### src/sv/mrwr_pkg.sv
// Shared types and constants for the Miller-Rabin witness round block.
package mrwr_pkg;

  localparam int unsigned MR_WIDTH = 32;

  localparam logic [1:0] VERDICT_COMPOSITE = 2'd0;
  localparam logic [1:0] VERDICT_PRIME     = 2'd1;
  localparam logic [1:0] VERDICT_RANGE     = 2'd2;

  typedef enum logic {
    MUL_DST_R,
    MUL_DST_B
  } mul_dst_e;

  typedef struct packed {
    logic     load;
    logic     pow_init;
    logic     mul_start;
    mul_dst_e mul_dst;
    logic     e_shift;
    logic     u_shift;
  } mrwr_cmd_t;

  typedef struct packed {
    logic p_lt2;
    logic p_eq2;
    logic a_bad;
    logic e_zero;
    logic e_lsb;
    logic u_lsb;
    logic r_one;
    logic r_pm1;
    logic mul_done;
  } mrwr_sts_t;

endpackage

### src/sv/mrwr_mulmod.sv
// Shift-and-add modular multiplier, one multiplier bit per cycle.
module mrwr_mulmod import mrwr_pkg::*; #(
  parameter int unsigned WIDTH = MR_WIDTH
) (
  input  logic             clk_i,
  input  logic             rst_ni,
  input  logic             start_i,
  input  logic [WIDTH-1:0] x_i,
  input  logic [WIDTH-1:0] y_i,
  input  logic [WIDTH-1:0] m_i,
  output logic             done_o,
  output logic [WIDTH-1:0] prod_o
);

  logic             busy_q, busy_d;
  logic [WIDTH-1:0] acc_q, acc_d;
  logic [WIDTH-1:0] x_q, x_d;
  logic [WIDTH-1:0] y_q, y_d;
  logic [WIDTH-1:0] room;
  logic [WIDTH-1:0] acc_add;
  logic [WIDTH-1:0] x_dbl;

  assign room    = m_i - x_q;
  assign acc_add = (acc_q >= room) ? (acc_q - room) : (acc_q + x_q);
  assign x_dbl   = (x_q >= room) ? (x_q - room) : (x_q + x_q);

  assign done_o = busy_q && (y_q == '0);
  assign prod_o = acc_q;

  always_comb begin
    busy_d = busy_q;
    acc_d  = acc_q;
    x_d    = x_q;
    y_d    = y_q;
    if (start_i) begin
      busy_d = 1'b1;
      acc_d  = '0;
      x_d    = x_i;
      y_d    = y_i;
    end else if (busy_q) begin
      if (y_q == '0) begin
        busy_d = 1'b0;
      end else begin
        if (y_q[0]) begin
          acc_d = acc_add;
        end
        x_d = x_dbl;
        y_d = y_q >> 1;
      end
    end
  end

  always_ff @(posedge clk_i or negedge rst_ni) begin
    if (!rst_ni) begin
      busy_q <= 1'b0;
    end else begin
      busy_q <= busy_d;
    end
  end

  always_ff @(posedge clk_i) begin
    acc_q <= acc_d;
    x_q   <= x_d;
    y_q   <= y_d;
  end

  a_acc_reduced: assert property (@(posedge clk_i) disable iff (!rst_ni)
    busy_q |-> (acc_q < m_i) && (x_q < m_i))
    else $error("mulmod operand not reduced");

  a_start_idle: assert property (@(posedge clk_i) disable iff (!rst_ni)
    start_i |-> !busy_q || done_o)
    else $error("mulmod restarted while busy");

endmodule

### src/sv/mrwr_dp.sv
// Datapath: operand, exponent and power registers around the modular multiplier.
module mrwr_dp import mrwr_pkg::*; #(
  parameter int unsigned WIDTH = MR_WIDTH
) (
  input  logic             clk_i,
  input  logic             rst_ni,
  input  logic [WIDTH-1:0] candidate_i,
  input  logic [WIDTH-1:0] witness_i,
  input  mrwr_cmd_t        cmd_i,
  output mrwr_sts_t        sts_o
);

  logic [WIDTH-1:0] p_q, a_q, u_q, e_q, r_q, b_q;
  logic [WIDTH-1:0] p_m1;
  logic [WIDTH-1:0] mul_y;
  logic [WIDTH-1:0] prod;
  logic             mul_done;
  mul_dst_e         dst_q;

  assign p_m1  = p_q - WIDTH'(1);
  assign mul_y = (cmd_i.mul_dst == MUL_DST_R) ? r_q : b_q;

  mrwr_mulmod #(
    .WIDTH(WIDTH)
  ) u_mulmod (
    .clk_i  (clk_i),
    .rst_ni (rst_ni),
    .start_i(cmd_i.mul_start),
    .x_i    (b_q),
    .y_i    (mul_y),
    .m_i    (p_q),
    .done_o (mul_done),
    .prod_o (prod)
  );

  always_ff @(posedge clk_i) begin
    if (cmd_i.load) begin
      p_q <= candidate_i;
      a_q <= witness_i;
      u_q <= candidate_i - WIDTH'(1);
    end else if (cmd_i.u_shift) begin
      u_q <= u_q >> 1;
    end
    if (cmd_i.pow_init) begin
      r_q <= WIDTH'(1);
      b_q <= a_q;
      e_q <= u_q;
    end else begin
      if (mul_done && dst_q == MUL_DST_R) begin
        r_q <= prod;
      end
      if (mul_done && dst_q == MUL_DST_B) begin
        b_q <= prod;
      end
      if (cmd_i.e_shift) begin
        e_q <= e_q >> 1;
      end
    end
    if (cmd_i.mul_start) begin
      dst_q <= cmd_i.mul_dst;
    end
  end

  always_comb begin
    sts_o.p_lt2    = (p_q[WIDTH-1:1] == '0);
    sts_o.p_eq2    = (p_q == WIDTH'(2));
    sts_o.a_bad    = (a_q == '0) || (a_q >= p_q);
    sts_o.e_zero   = (e_q == '0);
    sts_o.e_lsb    = e_q[0];
    sts_o.u_lsb    = u_q[0];
    sts_o.r_one    = (r_q == WIDTH'(1));
    sts_o.r_pm1    = (r_q == p_m1);
    sts_o.mul_done = mul_done;
  end

endmodule

### src/sv/mrwr_ctrl.sv
// Controller: sequences the power computations and the halving loop, owns the handshakes.
module mrwr_ctrl import mrwr_pkg::*; (
  input  logic       clk_i,
  input  logic       rst_ni,
  input  logic       in_valid_i,
  output logic       in_ready_o,
  output logic       out_valid_o,
  input  logic       out_ready_i,
  output logic [1:0] verdict_o,
  output mrwr_cmd_t  cmd_o,
  input  mrwr_sts_t  sts_i
);

  typedef enum logic [2:0] {
    S_IDLE,
    S_CHECK,
    S_POW_INIT,
    S_POW_TEST,
    S_MUL_R,
    S_MUL_B,
    S_POW_END,
    S_DONE
  } state_e;

  state_e     state_q, state_d;
  logic       first_q, first_d;
  logic [1:0] res_q, res_d;
  logic [1:0] verdict_q, verdict_d;
  logic       out_valid_q, out_valid_d;

  assign in_ready_o  = (state_q == S_IDLE);
  assign out_valid_o = out_valid_q;
  assign verdict_o   = verdict_q;

  always_comb begin
    state_d     = state_q;
    first_d     = first_q;
    res_d       = res_q;
    verdict_d   = verdict_q;
    out_valid_d = out_valid_q && !out_ready_i;
    cmd_o       = '0;
    case (state_q)
      S_IDLE: begin
        if (in_valid_i) begin
          cmd_o.load = 1'b1;
          state_d    = S_CHECK;
        end
      end
      S_CHECK: begin
        if (sts_i.p_lt2) begin
          res_d   = VERDICT_COMPOSITE;
          state_d = S_DONE;
        end else if (sts_i.p_eq2) begin
          res_d   = VERDICT_PRIME;
          state_d = S_DONE;
        end else if (sts_i.a_bad) begin
          res_d   = VERDICT_RANGE;
          state_d = S_DONE;
        end else begin
          first_d = 1'b1;
          state_d = S_POW_INIT;
        end
      end
      S_POW_INIT: begin
        cmd_o.pow_init = 1'b1;
        state_d        = S_POW_TEST;
      end
      S_POW_TEST: begin
        if (sts_i.e_zero) begin
          state_d = S_POW_END;
        end else if (sts_i.e_lsb) begin
          cmd_o.mul_start = 1'b1;
          cmd_o.mul_dst   = MUL_DST_R;
          state_d         = S_MUL_R;
        end else begin
          cmd_o.mul_start = 1'b1;
          cmd_o.mul_dst   = MUL_DST_B;
          state_d         = S_MUL_B;
        end
      end
      S_MUL_R: begin
        if (sts_i.mul_done) begin
          cmd_o.mul_start = 1'b1;
          cmd_o.mul_dst   = MUL_DST_B;
          state_d         = S_MUL_B;
        end
      end
      S_MUL_B: begin
        if (sts_i.mul_done) begin
          cmd_o.e_shift = 1'b1;
          state_d       = S_POW_TEST;
        end
      end
      S_POW_END: begin
        if (!sts_i.r_one && (first_q || !sts_i.r_pm1)) begin
          res_d   = VERDICT_COMPOSITE;
          state_d = S_DONE;
        end else if (!sts_i.u_lsb && sts_i.r_one) begin
          cmd_o.u_shift = 1'b1;
          first_d       = 1'b0;
          state_d       = S_POW_INIT;
        end else begin
          res_d   = VERDICT_PRIME;
          state_d = S_DONE;
        end
      end
      S_DONE: begin
        if (!out_valid_q || out_ready_i) begin
          out_valid_d = 1'b1;
          verdict_d   = res_q;
          state_d     = S_IDLE;
        end
      end
      default: begin
        state_d = S_IDLE;
      end
    endcase
  end

  always_ff @(posedge clk_i or negedge rst_ni) begin
    if (!rst_ni) begin
      state_q     <= S_IDLE;
      first_q     <= 1'b0;
      res_q       <= VERDICT_COMPOSITE;
      verdict_q   <= VERDICT_COMPOSITE;
      out_valid_q <= 1'b0;
    end else begin
      state_q     <= state_d;
      first_q     <= first_d;
      res_q       <= res_d;
      verdict_q   <= verdict_d;
      out_valid_q <= out_valid_d;
    end
  end

  a_done_in_wait: assert property (@(posedge clk_i) disable iff (!rst_ni)
    sts_i.mul_done |-> (state_q == S_MUL_R) || (state_q == S_MUL_B))
    else $error("multiplier finished outside a wait state");

  a_no_early_result: assert property (@(posedge clk_i) disable iff (!rst_ni)
    (in_valid_i && in_ready_o) |=> !$rose(out_valid_q))
    else $error("result raised right after request");

  a_verdict_code: assert property (@(posedge clk_i) disable iff (!rst_ni)
    out_valid_q |-> (verdict_q == VERDICT_COMPOSITE) || (verdict_q == VERDICT_PRIME) ||
                    (verdict_q == VERDICT_RANGE))
    else $error("undefined verdict code");

  a_shift_in_loop: assert property (@(posedge clk_i) disable iff (!rst_ni)
    cmd_o.u_shift |-> sts_i.r_one && !sts_i.u_lsb)
    else $error("exponent halved without a unit power");

endmodule

### src/sv/miller_rabin_witness_round.sv
// Top level of the Miller-Rabin witness round: controller plus datapath.
//
//  channel | signals                                   | direction
//  --------+-------------------------------------------+----------
//  in      | in_valid_i, in_ready_o, candidate_i,      | request in
//          | witness_i                                 |
//  out     | out_valid_o, out_ready_i, verdict_o       | result out
//
// One request at a time. Small candidates and a bad witness go from the check state straight
// to the result. Otherwise each power a^e mod p starts with an init step and then, per bit of
// e, a test step and one or two modular products on the single shared shift-and-add
// multiplier, ending in a check of the power; up to s+1 powers run, s being the halvings of
// p-1 (at most WIDTH-1).
// Reset clears the controller and drops any pending result.
// A stalled result holds in the output register while the next request is already accepted.
module miller_rabin_witness_round import mrwr_pkg::*; #(
  parameter int unsigned WIDTH = MR_WIDTH
) (
  input  logic             clk_i,
  input  logic             rst_ni,
  input  logic             in_valid_i,
  output logic             in_ready_o,
  input  logic [WIDTH-1:0] candidate_i,
  input  logic [WIDTH-1:0] witness_i,
  output logic             out_valid_o,
  input  logic             out_ready_i,
  output logic [1:0]       verdict_o
);

  mrwr_cmd_t cmd;
  mrwr_sts_t sts;

  mrwr_dp #(
    .WIDTH(WIDTH)
  ) u_dp (
    .clk_i      (clk_i),
    .rst_ni     (rst_ni),
    .candidate_i(candidate_i),
    .witness_i  (witness_i),
    .cmd_i      (cmd),
    .sts_o      (sts)
  );

  mrwr_ctrl u_ctrl (
    .clk_i      (clk_i),
    .rst_ni     (rst_ni),
    .in_valid_i (in_valid_i),
    .in_ready_o (in_ready_o),
    .out_valid_o(out_valid_o),
    .out_ready_i(out_ready_i),
    .verdict_o  (verdict_o),
    .cmd_o      (cmd),
    .sts_i      (sts)
  );

endmodule

### config.mk
export PLATFORM = sky130hd
export DESIGN_NAME = miller_rabin_witness_round
export DESIGN_NICKNAME = d
export VERILOG_FILES = /design/src/sv/mrwr_pkg.sv /design/src/sv/mrwr_mulmod.sv /design/src/sv/mrwr_dp.sv /design/src/sv/mrwr_ctrl.sv /design/src/sv/miller_rabin_witness_round.sv
export SDC_FILE = /design/constraint.sdc
export NUM_CORES = 1
export LEC_CHECK = 0
export ABC_AREA = 1
export ABC_CLOCK_PERIOD_IN_PS = 7150
export BUFFER_PORTS_ARGS = -buffer_cell sky130_fd_sc_hd__buf_2
export CAP_MARGIN = 20
export CORE_UTILIZATION = 40
export CTS_CLUSTER_DIAMETER = 60
export DETAILED_ROUTE_END_ITERATION = 10
export SYNTH_ARGS = -nofsm -noshare
export SYNTH_HDL_FRONTEND = slang
export SYNTH_SLANG_ARGS = --single-unit
### constraint.sdc
create_clock -name clk_i -period 7.15 [get_ports clk_i]
set_input_delay 0.715 -clock clk_i [delete_from_list [all_inputs] [get_ports clk_i]]
set_output_delay 0.715 -clock clk_i [all_outputs]
set_load 0.1 [all_outputs]
After elaboration in Yosys (flattened, before gate mapping)
Index checks and enable logic that the tools add are counted.

storage, ports and cells
  register bits = 299
  latch bits = 0
  memory bits (writable) = 0
  ROM bits = 0
  bits of input ports = 68
  output and inout bits = 4
  logic and storage cells = 136
  memories kept = 0

operators by class
  add/sub/neg operators = 7
  $mul = 0
  divide/modulo/power cells = 0
  order comparisons = 3
  equal/unequal tests = 22
  shift-type cells = 0
  muxes and demuxes = 56
  bitwise logic cells = 2
  reduce and logical (&&, ||, !) cells = 30

operators by type and width
  operator                                                                  number
  32-bit two-way mux                                                        15
  32-bit >= comparator                                                      3
  32-bit zero test                                                          3
  32-bit subtractor                                                         3
  32-bit adder                                                              2
  32-bit by 1-bit subtractor with 32-bit output (second input constant)     2
  32-bit by 1-bit equality test with 1-bit output (second input constant)   1
  32-bit by 2-bit equality test with 1-bit output (second input constant)   1
  32-bit equality test                                                      1
  31-bit zero test                                                          1
  3-bit two-way mux                                                         9
  3-bit one-hot mux with 8 select lines                                     1
  1-bit two-way mux                                                         20
  2-bit two-way mux                                                         8
  2-bit inequality test (second input constant)                             8
  3-bit equality test (second input constant)                               4
  2-bit nonzero test                                                        5
  2-bit one-hot mux with 2 select lines                                     2
  3-bit by 2-bit equality test with 1-bit output (second input constant)    2
  1-bit logical AND                                                         6
  3-bit AND reduction                                                       2
  6-bit AND reduction                                                       1
  1-bit zero test                                                           5
  2-bit by 1-bit inequality test with 1-bit output (second input constant)  2
  9 further kinds                                                           13

Longest topological paths before layout
  depth after elaboration = 9
  mapped depth = 33
  mapped depth without buffers = 32

By module
A second synthesis with hierarchy kept.

second synthesis, totals
  cells, all modules = 3,144
  area total of the unflattened synthesis = 23,033.3 sq um

by module, submodules not included
  module       instances  cells an instance  area each (sq um)  sequential area each (sq um)
  mrwr_mulmod  1          1,790              11,717.5           2,587.5
  mrwr_dp      1          1,264              10,675.2           5,475.3
  mrwr_ctrl    1          90                 640.6              225.2

Worst setup path after synthesis
Ideal clock, no wire load.

  path type = register to register
  start = register u_dp.u_mulmod.y_q[4]
  end = register u_dp.u_mulmod.x_q[0] (enable)
  library setup time = 0.574 ns
  arrival time = 5.040 ns
  data required time = 6.576 ns
  setup slack = 1.536 ns
  stages on the path, launching flop included = 5
  buffers on the path = 0
  period minus slack after synthesis = 5.614 ns
  path through = edfxtp_1 -> nor4_1 -> nand4_1 -> nor4_2 -> o21ai_0

on the way
  word-level cells in the longest chain between the ends = 6
  elaborated cells on any way between the ends = 7
  those cells by class = eq/ne (1); mux (2); reduce/logical (4)

RTL lines
  what                                                                          RTL line                              text
  start: declaration                                                            mrwr_mulmod.sv:18                     logic [WIDTH-1:0] y_q, y_d;
  start signal: assignment                                                      mrwr_mulmod.sv:64                     y_q <= y_d;
  32-bit zero test (*)                                                          mrwr_mulmod.sv:27, mrwr_mulmod.sv:41
  1-bit logical AND                                                             mrwr_mulmod.sv:27                     assign done_o = busy_q && (y_q == '0);
  2-bit two-way mux                                                             mrwr_ctrl.sv:82                       if (sts_i.mul_done) begin
  2-bit one-hot mux with 2 select lines                                         mrwr_ctrl.sv:42                       case (state_q)
  2-bit inequality test (no source line) or 2-bit nonzero test (tied branches)  --
  2-bit AND reduction (no source line) (*)                                      --
  end signal: assignment                                                        mrwr_mulmod.sv:63                     x_q <= x_d;
  end: declaration                                                              mrwr_mulmod.sv:17                     logic [WIDTH-1:0] x_q, x_d;

Mark *: on every way between the ends. The rest lies on a longest branch, timed or not.
A chain may end at the register's enable or synchronous reset.

Worst setup path in the final report
  start = register u_dp.p_q[0]
  end = register u_dp.u_mulmod.acc_q[7], in the netlist u_dp.u_mulmod.prod_o[7]

on the way
  word-level cells in the longest chain between the ends = 3
  elaborated cells on any way between the ends = 4
  those cells by class = add/sub (2); order compare (1); mux (1)

RTL lines
  what                                                       RTL line           text
  start: declaration                                         mrwr_dp.sv:13      logic [WIDTH-1:0] p_q, a_q, u_q, e_q, r_q, b_q;
  start signal: assignment                                   mrwr_dp.sv:38      p_q <= candidate_i;
  32-bit subtractor (*)                                      mrwr_mulmod.sv:23  assign room = m_i - x_q;
  32-bit subtractor or 32-bit >= comparator (tied branches)  mrwr_mulmod.sv:24  assign acc_add = (acc_q >= room) ? (acc_q - room) : (acc_q + x_q);
  32-bit two-way mux (*)                                     mrwr_mulmod.sv:24
  end signal: assignment                                     mrwr_mulmod.sv:62  acc_q <= acc_d;
  end: declaration                                           mrwr_mulmod.sv:16  logic [WIDTH-1:0] acc_q, acc_d;

Marks and branches as above.

==> results by stage <==
Run status:
- The run finished with clean final reports.

Global route:
- The number of global-route vias before repair is 19715.
- The leftover overflow at the end of global routing is 0.
- The initial antenna violation count was 0.
- Global routing consumed, over all layers together, between 20 and 25% of the routing resources.
- The wire length of the first global-routing pass is approximately 110000 µm.
- Entering global routing, the biggest net connects 75 pins.

Setup path:
- The maximum net fanout on the critical path is 31.
- For the worst setup path, the data required time is around 7.6 ns.
- Among cell families on the critical path, the largest total delay comes from simple AND/OR/NAND/NOR gates.
- The count of buffering cells on the critical path with inverters included is 7.
- STA classifies the critical path endpoint as a flip-flop.
- STA puts the critical path data arrival time at slightly above 6 ns.
- The type of the setup path with the least slack is reg2reg.
- The largest individual stage delay along the critical path comes from the cell sky130_fd_sc_hd__edfxtp_1.
- For this run, the slowest stage of the critical path takes 0.52 ns.
- The cell with the most instances on the worst path is sky130_fd_sc_hd__nand3_1.
- The element type at the critical path start is a flip-flop.

Clock tree:
- In this run the post-CTS setup repair buffer count came out at 0.
- The TritonCTS clock tree is done.
- The clock transition at the register clock pins on the worst setup and hold paths after CTS is roughly 0.060 ns.
- The tree built by TritonCTS fans out to 299 sinks.
- The H-tree was split into 2 levels.
- The clock latency at the later pin of the worst-skew pair is roughly 0.58 ns.
- Buffers inserted to repair hold after CTS numbered 1.
- The buffer depth of the longest clock path is 3.
- The number of cells upsized or downsized after cts is 0.
- The total CTS buffers is 39.
- CTS placed an instance of sky130_fd_sc_hd__clkbuf_16 at the clock tree root.

Yosys:
- The synthesized design contains between 200 and 300 register bits.
- After synthesis the cells add up to between 0.02 and 0.025 mm².
- The most common cell in the netlist is sky130_fd_sc_hd__nand2_1.
- In the synthesized netlist the dominant register cell turns out to be sky130_fd_sc_hd__edfxtp_1.
- The biggest area contributor in the post-synthesis netlist is sky130_fd_sc_hd__edfxtp_1.
- Of all flip-flops after synthesis, the portion carrying an async set or reset was 3.34%.
- Ranked by total cell area, the synthesized netlist is headed by sky130_fd_sc_hd__edfxtp_1 30%, sky130_fd_sc_hd__nand2_1 12%, sky130_fd_sc_hd__ha_1 8.9%, sky130_fd_sc_hd__dfxtp_1 5.8%, sky130_fd_sc_hd__inv_1 5.6%.
- The number of nets handed over by synthesis was between 3000 and 4000.
- By count the netlist is led by 727 x sky130_fd_sc_hd__nand2_1, 332 x sky130_fd_sc_hd__inv_1, 230 x sky130_fd_sc_hd__nor2_1, 225 x sky130_fd_sc_hd__edfxtp_1, 218 x sky130_fd_sc_hd__a21oi_1.
- Synthesis handed over a netlist of 2897 instances.
- The fraction of synthesized cell area taken by the top area cell type is between 30% and 40%.
- The netlist uses 60 different library cells.
- For this run, the number of Yosys warnings is 0.
- The register area share after synthesis is 37.4%.
- The mean instance size in the synthesized netlist is 7.65 µm².
- Counting flops with a built-in enable in the synthesized netlist gives 225.

Placed design:
- Once placement finished, the instance area stood at ~0.023 mm².
- The placed cell count is 3608.
- After legalization and detailed placement, the total HPWL measured approximately 56000 µm.
- The final RePlAce weighted congestion is 0.938.
- The count of buffers added on input and output ports is 71.

STA:
- The count of pins over their slew limit came to 0.
- The worst clock skew on the final layout is 0.0247 ns.
- Static timing analysis puts the maximum clock frequency at between 150 and 200 MHz.
- The worst pin sits at a relative slew slack of 37.2%.
- For the finished layout, the period the worst path requires is 5.80 ns.
- The slew at the pin closest to its max-slew limit is 0.933 ns.
- The count of final setup violators is 0.
- For the final routed database, the setup TNS stands at 0 ns.
- The count of endpoints failing hold in the final timing report is 0.
- The final period utilization is 81.1%.
- Setup repair after global routing left no endpoint under its margin.

Die:
- The die covers 0.0564 mm².
- The core region area is about 0.054 mm².
- From left edge to right edge, the die measures 237 µm.
- The initial utilization of the core area, before any placement, comes to between 40% and 50%.
- The I/O pin count is about 70.
- The total number of placement rows is 85.
- The die span in y is 237 µm.

Route:
- For this run, design rule violations remaining after detail routing come to 0.
- For this run, the detailed router's first-pass iteration total came to 6.
- The aggregate routed wire length is 70900 µm.
- The average wire per cell in the routed design is 19.3 µm.
- The remaining antenna violation count after routing is 0.
- The total number of vias is 20204.
- For this block, the initial DRC count from the detailed router was 1781.
- The via density per instance is 5.49.

Final layout:
- The share of final-layout standard cells stronger than drive strength 1 is 8.04%.
- Once layout is done, the placed cells without fillers occupy 0.0246 mm².
- The area growth from synthesis to layout is 11.0%.
- The repair_antennas step left the layout with diodes totalling 0.
- Leaving out filler cells and counting taps, the final layout contains 3681.
- The final layout contains 3185 nets.
- Measured on the finished design, the core utilization comes to a little under half.

Hold path:
- The type of the tightest min-delay check is in2reg.

Run:
- The total of max-cap violations is 0.
per-stage QoR:
step,hold WS (ns),setup WS [ns]
finish,0.308,1.35
global route,0.290,1.03
CTS,0.279,1.43
detailed placement,0.476,1.47
global placement,0.479,1.60
floorplan,0.419,1.54
placed cells by master, fill, tap and decap left out, types with 4 or more instances in the layout:
| cell type | Yosys | layout |
|---|---|---|
| sky130_fd_sc_hd__a21boi_0 | 7 | 7 |
| sky130_fd_sc_hd__a21o_1 | 12 | 12 |
| sky130_fd_sc_hd__a21oi_1 | 218 | 217 |
| sky130_fd_sc_hd__a31oi_1 | 47 | 47 |
| sky130_fd_sc_hd__buf_2 | 6 | 71 |
| sky130_fd_sc_hd__buf_4 | 1 | 21 |
| sky130_fd_sc_hd__bufinv_16 | 0 | 4 |
| sky130_fd_sc_hd__clkbuf_16 | 0 | 40 |
| sky130_fd_sc_hd__clkinv_2 | 0 | 14 |
| sky130_fd_sc_hd__dfrtp_1 | 10 | 10 |
| sky130_fd_sc_hd__dfxtp_1 | 64 | 64 |
| sky130_fd_sc_hd__edfxtp_1 | 225 | 225 |
| sky130_fd_sc_hd__fa_1 | 4 | 4 |
| sky130_fd_sc_hd__ha_1 | 158 | 158 |
| sky130_fd_sc_hd__inv_1 | 332 | 330 |
| sky130_fd_sc_hd__inv_2 | 3 | 4 |
| sky130_fd_sc_hd__nand2_1 | 727 | 726 |
| sky130_fd_sc_hd__nand2_2 | 23 | 23 |
| sky130_fd_sc_hd__nand3_1 | 148 | 148 |
| sky130_fd_sc_hd__nand3_2 | 7 | 7 |
| sky130_fd_sc_hd__nand3b_1 | 6 | 6 |
| sky130_fd_sc_hd__nand4_1 | 83 | 83 |
| sky130_fd_sc_hd__nor2_1 | 230 | 229 |
| sky130_fd_sc_hd__nor2_2 | 6 | 6 |
| sky130_fd_sc_hd__nor3_1 | 38 | 38 |
| sky130_fd_sc_hd__nor4_1 | 40 | 40 |
| sky130_fd_sc_hd__o211ai_1 | 11 | 11 |
| sky130_fd_sc_hd__o21a_1 | 7 | 7 |
| sky130_fd_sc_hd__o21ai_0 | 168 | 166 |
| sky130_fd_sc_hd__o21ai_1 | 10 | 10 |
| sky130_fd_sc_hd__o21ai_2 | 18 | 19 |
| sky130_fd_sc_hd__o21bai_1 | 7 | 7 |
| sky130_fd_sc_hd__or2_2 | 4 | 4 |
| sky130_fd_sc_hd__xnor2_1 | 56 | 56 |
| sky130_fd_sc_hd__xor2_1 | 117 | 117 |
logic make-up (layout without fill, tap and decap cells):
group	count (synthesis)	after routing	synth area share, %
xor gates and xnor gates	173	173	6.84
buffers and inverters	412	500	7.25
AOI/OAI and AO/OA	526	526	13.3
adders and majority gates	162	162	9.28
and+or+nand+nor	1324	1324	25.9
muxes	1	1	0.0508
DFF	299	299	37.4
registers in the layout (all words and copies together) (netlist names), 32 cells and up:
register / count
u_dp.a_q: 32
u_dp.b_q: 32
u_dp.e_q: 32
u_dp.p_q: 32
u_dp.r_q: 32
u_dp.u_mulmod.prod_o: 32
u_dp.u_mulmod.x_q: 32
u_dp.u_mulmod.y_q: 32
u_dp.u_q: 32
final cells by class:
class	instances	area (µm²)
inverter	335	1260
sequential	299	8290
tap	696	871
fill	5449	29600
multi-input combinational	2186	12300
clock inverter	28	305
timing repair buffer	94	551
clock buffer	43	1020
metal layers:
layer | routed length, µm | global-route usage [%]
met5 | 0 | 0
met4 | 3000 | 10.8
met3 | 3570 | 2.58
met2 | 32300 | 41.1
met1 | 32000 | 33.2
worst paths after layout:
path	from	to	slack, ns	cells after the start
worst max-delay path	u_dp.p_q[0]	u_dp.u_mulmod.prod_o[7]	1.35	31
min in group asynchronous	rst_ni	u_ctrl.out_valid_o	0.53	2
worst min register to register	u_ctrl.verdict_o[1]	u_ctrl.verdict_o[1]	0.50	2
worst min-delay path	witness_i[6]	u_dp.a_q[6]	0.31	1
worst max register to register	u_dp.p_q[0]	u_dp.u_mulmod.prod_o[7]	1.35	31
max in group asynchronous	rst_ni	u_ctrl.res_q[1]	6.40	2
Power is not shown: default switching activity piles up to over one toggle a cycle in this logic, so the estimate is an artifact.
